===== src/sv/gss_pkg.sv =====
package gss_pkg;

  localparam logic [1:0] FUNC_EVAL  = 2'd0;
  localparam logic [1:0] FUNC_MACH  = 2'd1;
  localparam logic [1:0] FUNC_ALT   = 2'd2;
  localparam logic [1:0] FUNC_GRID  = 2'd3;

  localparam logic [2:0] REG_KNEE_ONE   = 3'd0;
  localparam logic [2:0] REG_KNEE_TWO   = 3'd1;
  localparam logic [2:0] REG_KNEE_THREE = 3'd2;
  localparam logic [2:0] REG_KNEE_FOUR  = 3'd3;
  localparam logic [2:0] REG_LOW_END    = 3'd4;
  localparam logic [2:0] REG_HIGH_END   = 3'd5;
  localparam logic [2:0] REG_OFFSET     = 3'd6;

  localparam logic signed [31:0] S32_MAX = 32'sh7fffffff;
  localparam logic signed [31:0] S32_MIN = 32'sh80000000;

  typedef struct packed {
    logic               start;
    logic signed [63:0] num;
    logic signed [31:0] den;
  } div_req_t;

  typedef struct packed {
    logic               busy;
    logic               done;
    logic signed [31:0] quo;
  } div_rsp_t;

  function automatic logic signed [31:0] sat64(input logic signed [65:0] v);
    if (v > 66'sd2147483647) return S32_MAX;
    else if (v < -66'sd2147483648) return S32_MIN;
    else return v[31:0];
  endfunction

  function automatic logic signed [31:0] sub_sat(input logic signed [31:0] a,
                                                  input logic signed [31:0] b);
    logic signed [65:0] s;
    s = 66'(a) - 66'(b);
    return sat64(s);
  endfunction

  function automatic logic signed [31:0] add_sat(input logic signed [31:0] a,
                                                  input logic signed [31:0] b);
    logic signed [65:0] s;
    s = 66'(a) + 66'(b);
    return sat64(s);
  endfunction

endpackage


===== src/sv/gss_mul.sv =====
module gss_mul
  import gss_pkg::*;
(
  input  logic               clk,
  input  logic signed [31:0] a,
  input  logic signed [31:0] b,
  output logic signed [63:0] p
);

  always_ff @(posedge clk) begin
    p <= a * b;
  end

endmodule

===== config.mk =====
export PLATFORM = sky130hd
export DESIGN_NAME = gss_mul
export DESIGN_NICKNAME = d
export VERILOG_FILES = /design/src/sv/gss_pkg.sv /design/src/sv/gss_mul.sv
export SDC_FILE = /design/constraint.sdc
export NUM_CORES = 2
export LEC_CHECK = 0
export BUFFER_PORTS_ARGS = -buffer_cell sky130_fd_sc_hd__buf_2
export CAP_MARGIN = 20
export CORE_MARGIN = 4
export CORE_UTILIZATION = 25
export CTS_BUF_LIST = sky130_fd_sc_hd__clkbuf_2 sky130_fd_sc_hd__clkbuf_4 sky130_fd_sc_hd__clkbuf_8
export CTS_CLUSTER_DIAMETER = 60
export DETAILED_ROUTE_END_ITERATION = 8
export SLEW_MARGIN = 20
export SYNTH_ARGS = -nofsm -noshare
export SYNTH_HDL_FRONTEND = slang
export SYNTH_SLANG_ARGS = --single-unit

===== constraint.sdc =====
create_clock -name clk -period 10.55 [get_ports clk]
set_input_delay 0 -clock clk [delete_from_list [all_inputs] [get_ports clk]]
set_output_delay 0 -clock clk [all_outputs]
set_load 0.1 [all_outputs]

==> results by group <==
Timing
  • Period utilisation layout: 78.1%
  • Final min period: a little over 8 ns
  • RSZ-0062 raised after global routing: no
  • TNS Setup: 0 ns
  • Slew headroom: 36.9%
  • Slew Limit Fails: 0
  • Final setup fails: 0
  • Peak Freq: 121 MHz
  • Worst slew pin tran: approximately 0.94 ns
  • Final Hold Vio Count: 0

Place
  • DP Wirelength: 87400 um
  • IO buf count: 128
  • Gp weighted congestion: about 0.85

Global routing
  • Largest net degree at the start of global routing: 33
  • GRT Residual Overflow: 0
  • Global router's overall resource usage: 13.9%
  • Global-route wire length before repair: 169000 um
  • Initial antenna violation count: 28
  • Number of global-route vias before repair: about 30000

Floorplan
  • Die Wd: 394 um
  • Core region area: 148000 um^2
  • Number of core rows: 141
  • Initial core utilization: 25.2%
  • Total Die Area: roughly 160000 um^2
  • Die Ht: 394 um
  • I/O pins: 129

Worst hold path
  • Worst Hold End: p[0]
  • Min-delay src: a[0]
  • Hold crit path type: input pin to flip-flop
  • Hold Crit Depth: 2

Route
  • Routed wire length: 103000 um
  • DR WL/cell: 17.8 um
  • Drt via density: 4.39
  • 1st-pass router iterations: 5
  • Initial drt markers: 1285
  • Routed Antenna Nets: 0
  • Via total after detailed routing: 25400
  • DRC Markers: 0

Synth
  • Post-synth top area share: roughly 58%
  • EDFF count, synth: 0
  • Cells after Synth: 3884
  • Top post-synthesis cells by area: fa_1 58%, inv_1 9.6%, and2_1 8.7%
  • Commonest cells in the netlist: 1082 x fa_1, 952 x inv_1, 516 x and2_1
  • Count of cell types in the netlist: 63
  • Yosys warning total: 0
  • Syn_area_per_cell: between 9 and 10 um^2
  • Seq cells post-synth: 64
  • Most common cell in the netlist: fa_1
  • Register area share after synthesis: 3.44%
  • Post-synth top area cell: fa_1
  • Net count after synthesis: ~5200
  • Post-synth ARST share: 0%
  • Syn Std Cell Area: around 37000 um^2
  • Ys flop type: dfxtp_1

Layout
  • Regs by FF count: p: 64 flops
  • Largest Register: p
  • Fin nets: roughly 5200
  • Filler cell count: 15700
  • Share of layout cells above drive strength 1: under 10%
  • Layout area overhead: 7.33%
  • Largest register FFs: 64

Setup path
  • Worst Setup End Kind: flip-flop
  • Crit-path max FO: 32
  • WS Path Type: input pin to flip-flop
  • Worst path arrival time: roughly 8.7 ns
  • Crit path largest cell delay: 0.85 ns
  • Setup crit start kind: input pin
  • Critical path launch point: b[5]
  • Most used cell, CP: fa_1
  • Critical path's top delay family: adder cells
  • Crit path required time: 10.96 ns
  • Buffer and inverter count on the worst path: 9
  • Slowest cell on the critical path: fa_1

Clocking
  • Setup bufs post-CTS: 0
  • Clock Root Buffer: clkbuf_8
  • CTS tree: built
  • Cts hold-fix bufs: 0
  • Cts bufs inserted: 9
  • H-tree depth: 3
  • CTS clk-pin slew, worst paths: 0.08 ns
  • CTS resizes: 0
  • Clk buf depth: 2
  • CTS sink cnt: 64

Job
  • Reported max-cap violation count: 0

Run status
  • Status: finished clean
==> placed cells by master (no fill, tap or decap), types with 2 or more instances in the layout <==
| cell type | n |
|---|---|
| a211oi_1 | 4 |
| a211oi_2 | 3 |
| a21boi_0 | 3 |
| a21o_1 | 23 |
| a21o_2 | 2 |
| a21oi_1 | 67 |
| a31oi_1 | 12 |
| and2_1 | 516 |
| and3_1 | 7 |
| and4_1 | 3 |
| buf_2 | 128 |
| buf_4 | 23 |
| clkbuf_4 | 2 |
| clkbuf_8 | 10 |
| dfxtp_1 | 64 |
| diode_2 | 13 |
| fa_1 | 1082 |
| ha_1 | 184 |
| inv_1 | 951 |
| nand2_1 | 511 |
| nand2b_1 | 9 |
| nand3_1 | 15 |
| nand4_1 | 7 |
| nor2_1 | 42 |
| nor2b_1 | 3 |
| nor3_1 | 6 |
| o211ai_1 | 3 |
| o21a_1 | 4 |
| o21ai_0 | 28 |
| o21ai_2 | 2 |
| o21bai_1 | 15 |
| o22a_1 | 2 |
| o31ai_1 | 6 |
| or3_1 | 4 |
| xnor2_1 | 53 |
| xor2_1 | 22 |
==> layer usage <==
layer	up-vias	GRT usage [%]	wire length, um
met5	-	0	92
met4	12	3.67	2680
met3	141	2.39	5690
met2	663	24.7	52900
met1	13600	17.6	42100
li1	11000	-	-
==> metrics by stage <==
stage	worst slack, ns	hold slack [ns]	instances	util (%)	instance area, um^2
final	2.31	0.141	5794	27.0	40000
after floorplan	3.29	0.127	3884	-	37200
after CTS	2.32	0.0866	5780	27.0	39900
after global routing	1.81	0.126	5783	27.0	39900
after global placement	1.90	0.552	5765	26.9	39700
after detailed placement	1.80	0.550	5765	26.9	39700
==> layout make-up <==
cell class                      count  area (um^2)  share of cell area [%]
Sequential cell                    64         1280                    3.21
Tap cell                         1930         2410                    6.04
Antenna cell                       13         32.5                  0.0814
Timing Repair Buffer              152          838                    2.10
Multi-Input combinational cell   2668        31600                    79.1
Inverter                          952         3570                    8.94
Clock buffer                       12          153                   0.382
Clock inverter                      3         42.5                   0.106
==> worst max-delay path by stage <==
stage | to | cells past startpoint
final | p[62] | 27
after detailed placement | p[62] | 25
after CTS | p[62] | 27
after global routing | p[62] | 27
after global placement | p[62] | 25
after floorplan | p[62] | 24
==> kinds of logic after synthesis <==
logic type	synth area share (%)
adders and majority gates	64.3
AOI/OAI and AO/OA	3.46
DFF	3.44
xor gates and xnor gates	1.76
and+or+nand+nor	15.4
buffers and inverters	11.6
Power is not shown: default switching activity piles up to over one toggle a cycle in this logic, so the estimate is an artifact.
