--- config.mk ---
export PLATFORM = sky130hd
export DESIGN_NAME = gss_div
export DESIGN_NICKNAME = d
export VERILOG_FILES = /design/src/sv/gss_pkg.sv /design/src/sv/gss_div.sv
export SDC_FILE = /design/constraint.sdc
export NUM_CORES = 1
export LEC_CHECK = 0
export BUFFER_PORTS_ARGS = -buffer_cell sky130_fd_sc_hd__buf_2
export CORE_MARGIN = 5
export CORE_UTILIZATION = 58
export CTS_CLUSTER_DIAMETER = 40
export DETAILED_ROUTE_END_ITERATION = 12
export GPL_ROUTABILITY_DRIVEN = 1
export PLACE_DENSITY_LB_ADDON = 0.12
export SYNTH_ARGS = -nofsm -noshare
export SYNTH_HDL_FRONTEND = slang
export SYNTH_SLANG_ARGS = --single-unit
--- constraint.sdc ---
create_clock -name clk -period 6.48 [get_ports clk]
set_input_delay 0.972 -clock clk [delete_from_list [all_inputs] [get_ports clk]]
set_output_delay 0.972 -clock clk [all_outputs]
set_load 0.01 [all_outputs]
--- src/sv/gss_pkg.sv ---
package gss_pkg;

  localparam logic [1:0] FUNC_EVAL  = 2'd0;
  localparam logic [1:0] FUNC_MACH  = 2'd1;
  localparam logic [1:0] FUNC_ALT   = 2'd2;
  localparam logic [1:0] FUNC_GRID  = 2'd3;

  localparam logic [2:0] REG_KNEE_ONE   = 3'd0;
  localparam logic [2:0] REG_KNEE_TWO   = 3'd1;
  localparam logic [2:0] REG_KNEE_THREE = 3'd2;
  localparam logic [2:0] REG_KNEE_FOUR  = 3'd3;
  localparam logic [2:0] REG_LOW_END    = 3'd4;
  localparam logic [2:0] REG_HIGH_END   = 3'd5;
  localparam logic [2:0] REG_OFFSET     = 3'd6;

  localparam logic signed [31:0] S32_MAX = 32'sh7fffffff;
  localparam logic signed [31:0] S32_MIN = 32'sh80000000;

  typedef struct packed {
    logic               start;
    logic signed [63:0] num;
    logic signed [31:0] den;
  } div_req_t;

  typedef struct packed {
    logic               busy;
    logic               done;
    logic signed [31:0] quo;
  } div_rsp_t;

  function automatic logic signed [31:0] sat64(input logic signed [65:0] v);
    if (v > 66'sd2147483647) return S32_MAX;
    else if (v < -66'sd2147483648) return S32_MIN;
    else return v[31:0];
  endfunction

  function automatic logic signed [31:0] sub_sat(input logic signed [31:0] a,
                                                  input logic signed [31:0] b);
    logic signed [65:0] s;
    s = 66'(a) - 66'(b);
    return sat64(s);
  endfunction

  function automatic logic signed [31:0] add_sat(input logic signed [31:0] a,
                                                  input logic signed [31:0] b);
    logic signed [65:0] s;
    s = 66'(a) + 66'(b);
    return sat64(s);
  endfunction

endpackage

--- src/sv/gss_div.sv ---
module gss_div
  import gss_pkg::*;
(
  input  logic     clk,
  input  logic     rst_n,
  input  div_req_t req,
  output div_rsp_t rsp
);

  logic        busy_r, busy_nxt;
  logic        done_r, done_nxt;
  logic [6:0]  cnt_r, cnt_nxt;
  logic [63:0] rem_r, rem_nxt;
  logic [63:0] quo_r, quo_nxt;
  logic [31:0] den_r, den_nxt;
  logic        neg_r, neg_nxt;
  logic        zero_r, zero_nxt;
  logic [1:0]  nsgn_r, nsgn_nxt;
  logic [64:0] trial;
  logic [63:0] rs;
  logic signed [65:0] sq;

  assign rs = {rem_r[62:0], quo_r[63]};
  assign trial = {1'b0, rs} - {33'd0, den_r};

  always_comb begin
    busy_nxt = busy_r;
    done_nxt = 1'b0;
    cnt_nxt = cnt_r;
    rem_nxt = rem_r;
    quo_nxt = quo_r;
    den_nxt = den_r;
    neg_nxt = neg_r;
    zero_nxt = zero_r;
    nsgn_nxt = nsgn_r;
    if (req.start) begin
      busy_nxt = 1'b1;
      cnt_nxt = 7'd0;
      rem_nxt = '0;
      quo_nxt = req.num[63] ? 64'(-req.num) : 64'(req.num);
      den_nxt = req.den[31] ? 32'(-req.den) : 32'(req.den);
      neg_nxt = req.num[63] ^ req.den[31];
      zero_nxt = (req.den == '0);
      nsgn_nxt = (req.num == '0) ? 2'd0 : (req.num[63] ? 2'd2 : 2'd1);
    end else if (busy_r) begin
      if (!trial[64]) begin
        rem_nxt = trial[63:0];
        quo_nxt = {quo_r[62:0], 1'b1};
      end else begin
        rem_nxt = rs;
        quo_nxt = {quo_r[62:0], 1'b0};
      end
      cnt_nxt = cnt_r + 7'd1;
      if (cnt_r == 7'd63) begin
        busy_nxt = 1'b0;
        done_nxt = 1'b1;
      end
    end
  end

  always_ff @(posedge clk) begin
    if (!rst_n) begin
      busy_r <= 1'b0;
      done_r <= 1'b0;
      cnt_r  <= '0;
    end else begin
      busy_r <= busy_nxt;
      done_r <= done_nxt;
      cnt_r  <= cnt_nxt;
    end
    rem_r <= rem_nxt;
    quo_r <= quo_nxt;
    den_r <= den_nxt;
    neg_r <= neg_nxt;
    zero_r <= zero_nxt;
    nsgn_r <= nsgn_nxt;
  end

  assign sq = neg_r ? -66'({2'b00, quo_r}) : 66'({2'b00, quo_r});

  always_comb begin
    rsp.busy = busy_r;
    rsp.done = done_r;
    if (zero_r) begin
      case (nsgn_r)
        2'd1:    rsp.quo = S32_MAX;
        2'd2:    rsp.quo = S32_MIN;
        default: rsp.quo = '0;
      endcase
    end else begin
      rsp.quo = sat64(sq);
    end
  end

endmodule

==> results.md <==
* Worst Skew at about 0.012 ns
* Worst r2r src: rem_r[31]$_SDFFE_PP0P_
* Cts bufs inserted at 17
* Hold Path End: rem_r[23]$_SDFFE_PP0P_
* Mapped Cells at 1,582
* Fin. max-slew vios at 0
* R2R setup slack at 2.11 ns
* Final worst path period need at slightly above 6 ns
* Crit end category: output port
* Die Y at roughly 160 µm
* Async SR Flop Fraction at 0%
* Area growth syn-to-layout at 10.9%
* CP max stage cell: or4_1
* RSZ-0062 raised after global routing: no
* Grt total ovfl at 0
* DR WL/cell at 18.0 µm
* All-Layer GR Usage at a little over a quarter
* Hold Path Class: register to register
* Root Buffer: clkbuf_16
* Top-level I/O count at around 130
* Register bit total from synthesis at 172
* Die Wd at 160 µm
* CP Data Required Time at 5.51 ns
* Hold Path Stages at 2
* Starting Density at 59.3%
* Worst-margin pin slew at roughly 1.1 ns
* Worst-path cell chain: or4_4, or4b_1, or4_1, o41ai_2, xor2_1, nand4_1, a2111oi_1, a31oi_1, a31oi_4, buf_4, o21ai_1, buf_2
* CTS Buffer Depth at 2
* Max Clk Rate at 161 MHz
* Initial DRT Pass Iterations at 5
* Top cells by count, synth: 167 x nor2_1, 140 x nand2_1, 129 x xor2_1
* Worst skew pair latency at roughly 0.43 ns
* Worst Path Class, Setup: register to output port
* Largest net degree at the start of global routing at 103
* Clk slew on worst S/H paths at 0.07 ns
* Post-Route Utilization at 65.8%
* Area fraction of the dominant cell type after synthesis at 23.1%
* Fillers at slightly below 2,000
* Setup crit start kind: register
* Hpwl dp at roughly 25 mm
* Final net count at 1,802
* WL final at ~35 mm
* Port bufs at around 130
* Netlist cell types at 70
* Initial antenna violation count at 1
* Crit path from: quo_r[8]$_DFFE_PP_
* CTS sink count at 172
* Top cells by area in the synthesized netlist: edfxtp_1 23%, dfxtp_1 11%, xor2_1 8.7%, xnor2_1 4.8%, nor2_1 4.8%
* YS warnings at 0
* Synth Flop Type: edfxtp_1
* Drt drc at 0
* CP Max Fanout at 8
* Hold_sp: rem_r[23]$_SDFFE_PP0P_
* Status: finished clean
* Antenna-violating nets left at 0
* Vias per std cell at 6.18
* Final setup vio count at 0
* Vias at 12,100
* Critical path arrival at 5.23 ns
* First-pass GRT wire length at 56.8 mm
* DR iter-0 viols at 1,034
* H-Tree Depth at 4
* CTS tree: built
* Slew Limit Headroom at 27.4%
* Cell taking the most area after synthesis: edfxtp_1
* Gpl congestion at 0.952
* PwrDens at ~240 nW/µm²
* Worst Reg2Reg Path Length in Cells at 9
* Syn avg cell area at 8.23 µm²
* Seq/Total Area, Yosys at 34.1%
* Vias in the first global route at roughly 11,000
* Most frequent cell after synthesis: nor2_1
* Final period util at 95.7%
* Proportion of layout cells with a drive suffix above 1 at 12.6%
* Max-Cap Viols at 0
* EDFF count, synth at 100
* Leakage power at 5.42 nW
* Post-synth net total at 1,718
* Worst vdd ir at 177 µV
* Mapped Area at 13,000 µm²
* Core Region at 22,000 µm²
* Die area at 25,500 µm²
* Setup TNS at 0 ns
* Reg-to-Reg End: rem_r[28]$_SDFFE_PP0P_
* Final Hold Fails at 0
* Number of inserted diodes at 0
* Row count at 54
* CP max stage delay at 0.77 ns
[cells by family after synthesis]
| kind of cell | count (synthesis) | share of synthesized area, % |
|---|---|---|
| buf+inv | 150 | 4.59 |
| compound gates | 434 | 21.4 |
| simple gates | 581 | 22.2 |
| xor+xnor | 201 | 13.5 |
| mux | 7 | 0.557 |
| fa+ha+maj | 37 | 3.61 |
| flops | 172 | 34.1 |
[through the flow]
step                      hold WS (ns)  total power, mW  setup WS [ns]  cells  area (µm²)
after floorplan                  0.453             2.15           1.61   1582       13000
after global placement           0.465             2.42          0.793   1923       13800
after detailed placement         0.479             2.44          0.664   1923       13800
after CTS                        0.491             3.43          0.204   1955       14400
after global routing             0.516             3.63         0.0330   1959       14400
final                            0.487             3.44          0.280   1959       14400
[worst max-delay path by stage]
stage              end  slack [ns]
2_1_floorplan  rsp[23]        1.61
6_report       rsp[10]        0.28
4_1_cts        rsp[25]        0.20
3_5_place_dp   rsp[25]        0.66
5_1_grt         rsp[7]        0.03
3_3_place_gp   rsp[31]        0.79
[cell type report]
type / instances / area [µm²] / area share, %
repair buffers: 150 / 827 / 5.73
clock buffers: 19 / 433 / 3.00
clock inverters: 13 / 125 / 0.866
multi-input cells: 1261 / 8020 / 55.5
flip-flops and latches: 172 / 4450 / 30.8
well taps: 280 / 350 / 2.43
inverters: 64 / 240 / 1.66
[per-layer routing]
metal | routed length (µm) | global-route usage (%) | vias to the layer above
li1 | - | - | 5995
met5 | 13 | 0 | -
met4 | 363 | 5.67 | 2
met1 | 15600 | 35.1 | 5719
met2 | 17300 | 45.5 | 352
met3 | 1970 | 4.48 | 30
[power breakdown]
group	internal, mW	total, mW	switching [mW]
combinational	0.422	1.02	0.597
sequential	1.29	1.42	0.134
clock	0.510	0.995	0.485
[cells in the final DEF, fill, tap and decap left out, types with 5 or more instances in the layout]
cell type  instances
nor2_1           165
nand2_1          140
buf_2            131
xor2_1           129
a21oi_1          118
edfxtp_1         100
o21ai_0           90
xnor2_1           72
dfxtp_1           71
inv_1             63
o31ai_1           48
nor3_1            43
or3_1             39
nor4_1            38
ha_1              36
o21ai_1           33
a211oi_1          33
or4_1             32
nand3_1           28
o41ai_1           25
a311oi_1          21
nand4_1           20
nand2b_1          18
clkbuf_16         17
buf_4             16
a21o_1            14
or2_2             13
nand4b_1           8
o21a_1             8
nor2b_1            7
mux2i_1            5
nor3b_1            5
a31oi_1            5
[what timing repair did]
action,4_1_cts,5_1_grt
setup buffers,0,3
hold buffers,0,0
endpoints found under the setup margin,0,32
gates resized for setup,0,3
[registers in the layout (all words and copies together) (netlist names)]
register,cells
cnt_r,7
nsgn_r,2
busy_r,1
quo_r,64
done_r,1
zero_r,1
neg_r,1
den_r,32
rem_r,63
[critical path: cells and delay by family, from the launching register on]
kind	cells	cell delay [ns]
compound gates	5	1.64
simple gates	4	2.10
flops	1	0.48
buf+inv	2	0.35
xor+xnor	1	0.22
(Power assumes the default switching activity.)
